<file path="config.mk">
export PLATFORM = sky130hd
export DESIGN_NAME = url_path_percent_decode_check_top
export DESIGN_NICKNAME = d
export VERILOG_FILES = /design/src/design/updc_pkg.sv /design/src/design/url_path_percent_decode_check_top.sv
export SDC_FILE = /design/constraint.sdc
export NUM_CORES = 1
export LEC_CHECK = 0
export ABC_AREA = 1
export BUFFER_PORTS_ARGS = -buffer_cell sky130_fd_sc_hd__buf_2
export CAP_MARGIN = 10
export CORE_MARGIN = 4
export CORE_UTILIZATION = 59
export CTS_BUF_LIST = sky130_fd_sc_hd__clkbuf_8
export DETAILED_ROUTE_END_ITERATION = 16
export GPL_TIMING_DRIVEN = 0
export PLACE_DENSITY = 0.81
export SLEW_MARGIN = 20
export SYNTH_ARGS = -nofsm -noshare
export SYNTH_HDL_FRONTEND = slang
export SYNTH_SLANG_ARGS = --single-unit
</file>
<file path="constraint.sdc">
create_clock -name clk -period 3.1 [get_ports clk]
set_clock_uncertainty 0.1 [all_clocks]
set_input_delay 0.31 -clock clk [delete_from_list [all_inputs] [get_ports clk]]
set_output_delay 0.31 -clock clk [all_outputs]
set_load 0.005 [all_outputs]
</file>
<file path="src/design/updc_pkg.sv">
// Package for the URL path percent-decode checker: beat types, character
// constants, escape and error codes, and the hex digit decoder.
// No dependencies; every other design file uses it by scoped names.
package updc_pkg;

	localparam logic [7:0] CH_PERCENT = 8'h25;
	localparam logic [7:0] CH_SLASH   = 8'h2F;
	localparam logic [7:0] CH_QUERY   = 8'h3F;
	localparam logic [7:0] CH_DOT     = 8'h2E;
	localparam logic [7:0] CH_ZERO    = 8'h30;
	localparam logic [7:0] CH_LC_A    = 8'h61;
	localparam logic [7:0] CH_UC_A    = 8'h41;

	// Progress through a "%HH" escape.
	typedef enum logic [1:0] {
		ESC_NONE   = 2'd0,
		ESC_HI     = 2'd1,
		ESC_LO     = 2'd2,
		ESC_LO_BAD = 2'd3
	} esc_t;

	// First decode error seen in the request.
	typedef enum logic [1:0] {
		ERR_NONE    = 2'd0,
		ERR_TRUNC   = 2'd1,
		ERR_BAD_HEX = 2'd2,
		ERR_SLASH   = 2'd3
	} err_t;

	// Status reported with the final beat of a request.
	typedef enum logic [2:0] {
		ST_OK        = 3'd0,
		ST_TRUNC     = 3'd1,
		ST_BAD_HEX   = 3'd2,
		ST_SLASH     = 3'd3,
		ST_TRAVERSAL = 3'd4
	} status_t;

	typedef struct packed {
		logic [7:0] in_byte;
		logic       is_last;
	} req_t;

	typedef struct packed {
		logic [7:0] out_byte;
		logic       byte_valid;
		logic       in_query;
		logic       done_res;
		logic [2:0] status;
	} rsp_t;

	// Returns {digit_ok, value}; value is zero when the character is not hex.
	function automatic logic [4:0] hex_digit(input logic [7:0] b);
		logic [4:0] r;
		r = 5'd0;
		if (b >= CH_ZERO && b <= CH_ZERO + 8'd9) begin
			r = {1'b1, 4'(b - CH_ZERO)};
		end else if (b >= CH_LC_A && b <= CH_LC_A + 8'd5) begin
			r = {1'b1, 4'(b - CH_LC_A + 8'd10)};
		end else if (b >= CH_UC_A && b <= CH_UC_A + 8'd5) begin
			r = {1'b1, 4'(b - CH_UC_A + 8'd10)};
		end
		return r;
	endfunction

endpackage

</file>
<file path="src/design/url_path_percent_decode_check_top.sv">
// A byte is held in the input register; its result beat is registered in the result
// register, which drives rsp. Throughput: one byte per cycle, sustained while rsp is
// not stalled; each register holds one beat, so while a result waits one more byte
// can still enter the input register. All decode work sits between the two.
// Reset (arst_n low, asynchronous) empties both registers and clears the decoder
// state to the start of a new request; the block is ready right after reset.
module url_path_percent_decode_check_top (
	input  logic            clk,
	input  logic            arst_n,
	input  logic            req_valid,
	output logic            req_stall,
	input  updc_pkg::req_t  req_data,
	output logic            rsp_valid,
	input  logic            rsp_stall,
	output updc_pkg::rsp_t  rsp_data
);

	// Input register: one raw byte waiting to be decoded.
	logic           valid_s1;
	updc_pkg::req_t req_s1;

	// Result register.
	logic           rsp_valid_q;
	updc_pkg::rsp_t rsp_q;

	// Decoder state carried across the bytes of one request.
	logic           query_q;
	updc_pkg::esc_t esc_q;
	logic [3:0]     hi_nib_q;
	logic [1:0]     seg_len_q;
	logic           seg_dots_q;
	updc_pkg::err_t err_q;
	logic           trav_q;

	// Next-state values and the result computed from the byte in the input register.
	logic           query_n;
	updc_pkg::esc_t esc_n;
	logic [3:0]     hi_nib_n;
	logic [1:0]     seg_len_n;
	logic           seg_dots_n;
	updc_pkg::err_t err_n;
	logic           trav_n;
	logic           emit;
	logic [7:0]     emit_byte;
	logic           emit_query;
	logic [2:0]     status;
	logic [4:0]     hex;
	logic [7:0]     decoded;
	logic           advance;

	// The byte in the input register moves on whenever the result register is
	// free or is being emptied in this cycle. Bytes that make no result move on
	// too, so they never hold the pipe.
	assign advance   = valid_s1 && (!rsp_valid_q || !rsp_stall);
	assign req_stall = valid_s1 && !advance;

	assign hex     = updc_pkg::hex_digit(req_s1.in_byte);
	assign decoded = {hi_nib_q, hex[3:0]};

	// One decode step, following the order of checks of the decoder: query
	// pass-through, the '?' that ends the path, the two digits of an escape,
	// the '%' that opens one, a literal slash, and any other path byte.
	always_comb begin
		query_n    = query_q;
		esc_n      = esc_q;
		hi_nib_n   = hi_nib_q;
		seg_len_n  = seg_len_q;
		seg_dots_n = seg_dots_q;
		err_n      = err_q;
		trav_n     = trav_q;
		emit       = 1'b0;
		emit_byte  = 8'd0;
		emit_query = 1'b0;
		status     = updc_pkg::ST_OK;

		if (err_q == updc_pkg::ERR_NONE) begin
			if (query_q) begin
				emit       = 1'b1;
				emit_byte  = req_s1.in_byte;
				emit_query = 1'b1;
			end else if (req_s1.in_byte == updc_pkg::CH_QUERY) begin
				if (esc_q != updc_pkg::ESC_NONE) begin
					// An escape cut short by the start of the query.
					err_n = updc_pkg::ERR_TRUNC;
					esc_n = updc_pkg::ESC_NONE;
				end else begin
					if (seg_len_n == 2'd2 && seg_dots_n) begin
						trav_n = 1'b1;
					end
					seg_len_n  = 2'd0;
					seg_dots_n = 1'b1;
					query_n    = 1'b1;
					emit       = 1'b1;
					emit_byte  = req_s1.in_byte;
					emit_query = 1'b1;
				end
			end else if (esc_q == updc_pkg::ESC_HI) begin
				// A bad first digit is only reported once the second arrives.
				if (!hex[4]) begin
					esc_n = updc_pkg::ESC_LO_BAD;
				end else begin
					hi_nib_n = hex[3:0];
					esc_n    = updc_pkg::ESC_LO;
				end
			end else if (esc_q == updc_pkg::ESC_LO || esc_q == updc_pkg::ESC_LO_BAD) begin
				if (esc_q == updc_pkg::ESC_LO_BAD || !hex[4]) begin
					err_n = updc_pkg::ERR_BAD_HEX;
				end else if (decoded == updc_pkg::CH_SLASH) begin
					err_n = updc_pkg::ERR_SLASH;
				end else begin
					emit      = 1'b1;
					emit_byte = decoded;
					if (seg_len_n != 2'd3) begin
						seg_len_n = seg_len_n + 2'd1;
					end
					if (decoded != updc_pkg::CH_DOT) begin
						seg_dots_n = 1'b0;
					end
				end
				esc_n = updc_pkg::ESC_NONE;
			end else if (req_s1.in_byte == updc_pkg::CH_PERCENT) begin
				esc_n = updc_pkg::ESC_HI;
			end else if (req_s1.in_byte == updc_pkg::CH_SLASH) begin
				if (seg_len_n == 2'd2 && seg_dots_n) begin
					trav_n = 1'b1;
				end
				seg_len_n  = 2'd0;
				seg_dots_n = 1'b1;
				emit       = 1'b1;
				emit_byte  = req_s1.in_byte;
			end else begin
				emit      = 1'b1;
				emit_byte = req_s1.in_byte;
				if (seg_len_n != 2'd3) begin
					seg_len_n = seg_len_n + 2'd1;
				end
				if (req_s1.in_byte != updc_pkg::CH_DOT) begin
					seg_dots_n = 1'b0;
				end
			end
		end

		// The final byte closes the last path segment, or flags an escape that
		// never finished, and picks the status; decode errors outrank traversal.
		if (req_s1.is_last) begin
			if (err_n == updc_pkg::ERR_NONE && !query_n) begin
				if (esc_n != updc_pkg::ESC_NONE) begin
					err_n = updc_pkg::ERR_TRUNC;
				end else if (seg_len_n == 2'd2 && seg_dots_n) begin
					trav_n = 1'b1;
				end
			end
			case (err_n)
				updc_pkg::ERR_TRUNC:   status = updc_pkg::ST_TRUNC;
				updc_pkg::ERR_BAD_HEX: status = updc_pkg::ST_BAD_HEX;
				updc_pkg::ERR_SLASH:   status = updc_pkg::ST_SLASH;
				default:               status = trav_n ? updc_pkg::ST_TRAVERSAL
				                                       : updc_pkg::ST_OK;
			endcase
		end
	end

	// Input register.
	always_ff @(posedge clk or negedge arst_n) begin
		if (!arst_n) begin
			valid_s1 <= 1'b0;
		end else if (!valid_s1 || advance) begin
			valid_s1 <= req_valid;
		end
	end

	always_ff @(posedge clk) begin
		if (!valid_s1 || advance) begin
			req_s1 <= req_data;
		end
	end

	// Decoder state. After the final byte of a request everything returns to
	// its reset value, so the next byte starts a fresh request.
	always_ff @(posedge clk or negedge arst_n) begin
		if (!arst_n) begin
			query_q    <= 1'b0;
			esc_q      <= updc_pkg::ESC_NONE;
			hi_nib_q   <= 4'd0;
			seg_len_q  <= 2'd0;
			seg_dots_q <= 1'b1;
			err_q      <= updc_pkg::ERR_NONE;
			trav_q     <= 1'b0;
		end else if (advance) begin
			if (req_s1.is_last) begin
				query_q    <= 1'b0;
				esc_q      <= updc_pkg::ESC_NONE;
				hi_nib_q   <= 4'd0;
				seg_len_q  <= 2'd0;
				seg_dots_q <= 1'b1;
				err_q      <= updc_pkg::ERR_NONE;
				trav_q     <= 1'b0;
			end else begin
				query_q    <= query_n;
				esc_q      <= esc_n;
				hi_nib_q   <= hi_nib_n;
				seg_len_q  <= seg_len_n;
				seg_dots_q <= seg_dots_n;
				err_q      <= err_n;
				trav_q     <= trav_n;
			end
		end
	end

	// Result register. A byte that makes no result leaves it empty.
	always_ff @(posedge clk or negedge arst_n) begin
		if (!arst_n) begin
			rsp_valid_q <= 1'b0;
		end else if (advance) begin
			rsp_valid_q <= emit || req_s1.is_last;
		end else if (!rsp_stall) begin
			rsp_valid_q <= 1'b0;
		end
	end

	always_ff @(posedge clk) begin
		if (advance) begin
			rsp_q.out_byte   <= emit_byte;
			rsp_q.byte_valid <= emit;
			rsp_q.in_query   <= emit_query;
			rsp_q.done_res   <= req_s1.is_last;
			rsp_q.status     <= status;
		end
	end

	assign rsp_valid = rsp_valid_q;
	assign rsp_data  = rsp_q;

endmodule

</file>
==> run summary <==
## Job
• number of max-cap violations: 0

## Worst setup path
• kind of end point of the critical path: flop
• standard cell with the maximum stage delay on the critical path: edfxtp_1
• critical path buffer and inverter count: 3
• Critical Path Max Stage Delay: 0.46 ns
• worst path cell trace: inv_1 -> ha_1 -> inv_1 -> nand2_1 -> nand2_1 -> nand2_2 -> nand2_4 -> nand2_4 -> o21ai_0 -> nor2_1 -> inv_1 -> a21oi_1 -> o21ai_0 -> nand2_1 -> nor2_1 -> nand3_1 -> a21oi_2
• minimum setup slack among reg-to-reg paths: 0.47 ns
• class of the most critical setup path: flop to flop
• kind of start point of the critical path: flop
• cell family with most CP delay: simple AND/OR/NAND/NOR gates
• Req. time, crit path: 3.05 ns
• length in cells of the worst reg-to-reg path: 17
• endpoint of the most critical register-to-register path: rsp_data[2]$_SDFFCE_PN0P_
• Worst EP arrival: 2.59 ns
• Reg-to-Reg Start: req_s1[1]$_DFFE_PN_
• maximum fanout encountered on the critical timing path: 8

## Place
• total placed cells including tap cells: 324
• weighted congestion at the end of routability-driven global placement: 0.915
• Placement Setup Slack: 0.528 ns
• count of input and output buffers: 28
• placed standard-cell area: 2350 um2
• post-DP HPWL: 3330 um

## Power and ir drop
• total power consumption of the routed design: 1.34 mW
• Switching Fraction: 0.248
• Max VDD drop: 0.356 mV
• Reg power frac: 0.462
• portion of total power attributed to combinational logic: 0.156
• switching pwr: 0.332 mW
• power share of the clock group: 0.382
• Leak: 1.14 nW
• Internal Dissipation: 1.01 mW
• power density over the cells: 536 nW/um2

## Die
• Die W: 68.3 um
• count of pins on the block boundary: 29
• die area: 4670 um2
• Die Y-Extent: 68.3 um
• total number of placement rows: 21
• Initial Utilization: 0.629
• area of the core: 3420 um2

## Clock tree
• buffer cell driving the clock tree root: clkbuf_8
• CTS buffer count: 5
• latest clock arrival within the worst-skew pair: 0.30 ns
• CTS clk-pin slew, worst paths: 0.07 ns
• htree depth: 2
• Clock Sinks: 38
• worst-case clock buffer depth: 2
• CTS tree: yes

## Status
• run status: complete, no violations

## Layout
• Fillers: 285
• Design Area, Final: 2500 um2
• antenna diode instance count: 0
• fin cells: 333
• synthesis-to-finish area growth: 16.3%
• net count reported at finish: 303
• fraction of final layout cells sized beyond drive strength 1: 0.209

## Yosys
• count of warnings emitted by yosys: 0
• dominant register cell in the synthesized netlist: edfxtp_1
• synthesized cell area: 2150 um2
• Cell variety after synth: 35
• EDFF count, synth: 23
• Mapped Nets: 267
• number of synthesized register bits: 38
• cell count after synthesis: 250
• mean cell area of the mapped netlist: 8.59 um2
• share of flip-flops with an asynchronous set or reset after synthesis: 0.395
• sequential share of the synthesized area: 0.497

## Hold path
• number of instances on the worst hold path: 1
• Worst Min Path Start: req_data[0]
• worst hold path class: input pin to flop
• Worst Hold Path EP: req_s1[0]$_DFFE_PN_

## STA
• hold violation count in the final report: 0
• slack of the critical path: 0.466 ns
• Highest Clock Rate: 380 MHz
• final setup fails: 0
• Period Utilization, post-route: 0.850
• setup TNS: 0 ns
• Max transition margin: 0.552
• RSZ-0062 raised after global routing: false
• clock period minus worst slack: 2.63 ns
• final slew viol count: 0
• slew of the pin with the lowest slew margin: 0.671 ns

## Routing
• Detailed Route Iter0 Violations: 147
• DRC violation count after routing: 0
• routed via count: 1,813
• remaining antenna violation count: 0
• Pre-Repair DR Iteration Count: 4
• routed wirelength normalized by instance count: 13.5 um
• final wirelength: 4490 um
• routed via count divided by cell count: 5.44

## Global routing
• maximum number of pins on one net before global-route repair: 21
• number of antenna violations at the first check in global routing: 0
• vias in the first global route: 1,613
• first-pass GRT wire length: 7460 um
• GRT overflow: 0
• total track usage: 0.220

worst reg2reg max path: stages (launching register included):
cell and delay (ns):
edfxtp_1 0.46, inv_1 0.21, ha_1 0.20, inv_1 0.04, nand2_1 0.05, nand2_1 0.06, nand2_2 0.08, nand2_4 0.10
nand2_4 0.11, o21ai_0 0.11, nor2_1 0.16, inv_1 0.10, a21oi_1 0.20, o21ai_0 0.15, nand2_1 0.09, nor2_1 0.04
nand3_1 0.08, a21oi_2 0.05
area by class of cell:
type                    instances  area (um2)  share of cell area
flip-flops and latches         38        1070               0.427
inverters                      38         143              0.0571
clock buffers                   6        82.6              0.0330
plain buffers                   1        3.75             0.00150
repair buffers                 29         150              0.0601
clock inverters                 2        60.1              0.0240
well taps                      46        57.6              0.0230
multi-input cells             173         935               0.374
metal layers:
metal,track usage,vias to the layer above,wire length (um)
met3,0.0591,8,343
met5,0,-,0
met4,0.0769,0,76
met1,0.295,821,2050
li1,-,916,-
met2,0.342,68,2020
worst max path at each step:
stage | startpoint | end | slack [ns] | cells after the start
CTS | req_s1[1]$_DFFE_PN_ | rsp_data[2]$_SDFFCE_PN0P_ | 0.50 | 17
finish | req_s1[1]$_DFFE_PN_ | rsp_data[2]$_SDFFCE_PN0P_ | 0.47 | 17
detailed placement | req_s1[2]$_DFFE_PN_ | rsp_data[2]$_SDFFCE_PN0P_ | 0.53 | 12
global route | req_s1[1]$_DFFE_PN_ | rsp_data[2]$_SDFFCE_PN0P_ | 0.25 | 17
floorplan | req_s1[1]$_DFFE_PN_ | rsp_data[2]$_SDFFCE_PN0P_ | 0.79 | 19
global placement | req_s1[2]$_DFFE_PN_ | rsp_data[2]$_SDFFCE_PN0P_ | 0.51 | 12
placed cells by master (no fill, tap or decap), drive strengths merged:
cell type,synthesis,layout
nand4,3,3
nor4,1,1
and3,1,1
clkbuf,1,7
clkinv,1,1
o31ai,1,1
nand2,56,56
inv,37,37
bufinv,0,2
o22ai,5,5
nand3,18,18
dfstp,1,1
nor3,3,3
or2,2,2
o21ai,17,17
a21oi,16,16
buf,0,28
dfrtp,14,14
dlygate4sd3,0,1
ha,4,4
edfxtp,23,23
o2111ai,1,1
xor2,1,1
a22oi,4,4
o211ai,1,1
nand3b,2,2
a221oi,3,3
nor2,33,33
a211oi,1,1
cells in the mapped netlist (5+ instances only):
master	instances	area share
a21oi_1	13	0.030
dfrtp_1	14	0.16
edfxtp_1	23	0.32
inv_1	32	0.056
inv_2	5	0.0087
nand2_1	48	0.084
nand2_2	5	0.015
nand3_1	16	0.037
nor2_1	30	0.052
o21ai_0	16	0.037
o22ai_1	5	0.015
sequential cells by signal (all words and copies together), names as in the netlist:
name	cells
rsp_data	14
req_s1	9
hi_nib_q	4
err_q	2
esc_q	2
seg_len_q	2
query_q	1
rsp_valid	1
seg_dots_q	1
trav_q	1
valid_s1	1
kinds of logic (layout without fill, tap and decap cells):
| kind of cell | count (synthesis) | count (layout) | share of synthesized area |
|---|---|---|---|
| compound gates | 49 | 49 | 0.137 |
| xor+xnor | 1 | 1 | 0.00757 |
| fa+ha+maj | 4 | 4 | 0.0233 |
| buf+inv | 39 | 76 | 0.0681 |
| flops | 38 | 38 | 0.497 |
| simple gates | 119 | 119 | 0.267 |
what timing repair did:
item / CTS / global route
hold buffers: 1 / 0
endpoints found under the hold margin: 14 / 0
setup buffers: 0 / 0
endpoints found under the setup margin: 0 / 0
gates resized for setup: 0 / 0
power by group through the flow:
stage          clock network [mW]  logic [mW]  registers (mW)
2_1_floorplan                   0       0.145           0.625
3_3_place_gp                    0       0.203           0.628
3_5_place_dp                    0       0.205           0.629
4_1_cts                     0.517       0.208           0.619
5_1_grt                     0.541       0.236           0.624
6_report                    0.512       0.209           0.619
per-stage QoR:
stage / hold WS [ns] / util
after floorplan: -0.0856 / -
after global placement: 0.128 / 0.687
after detailed placement: 0.132 / 0.687
after CTS: 0.0831 / 0.732
after global routing: 0.0800 / 0.732
final: 0.0828 / 0.732
Power figures use the tool's default switching activity.
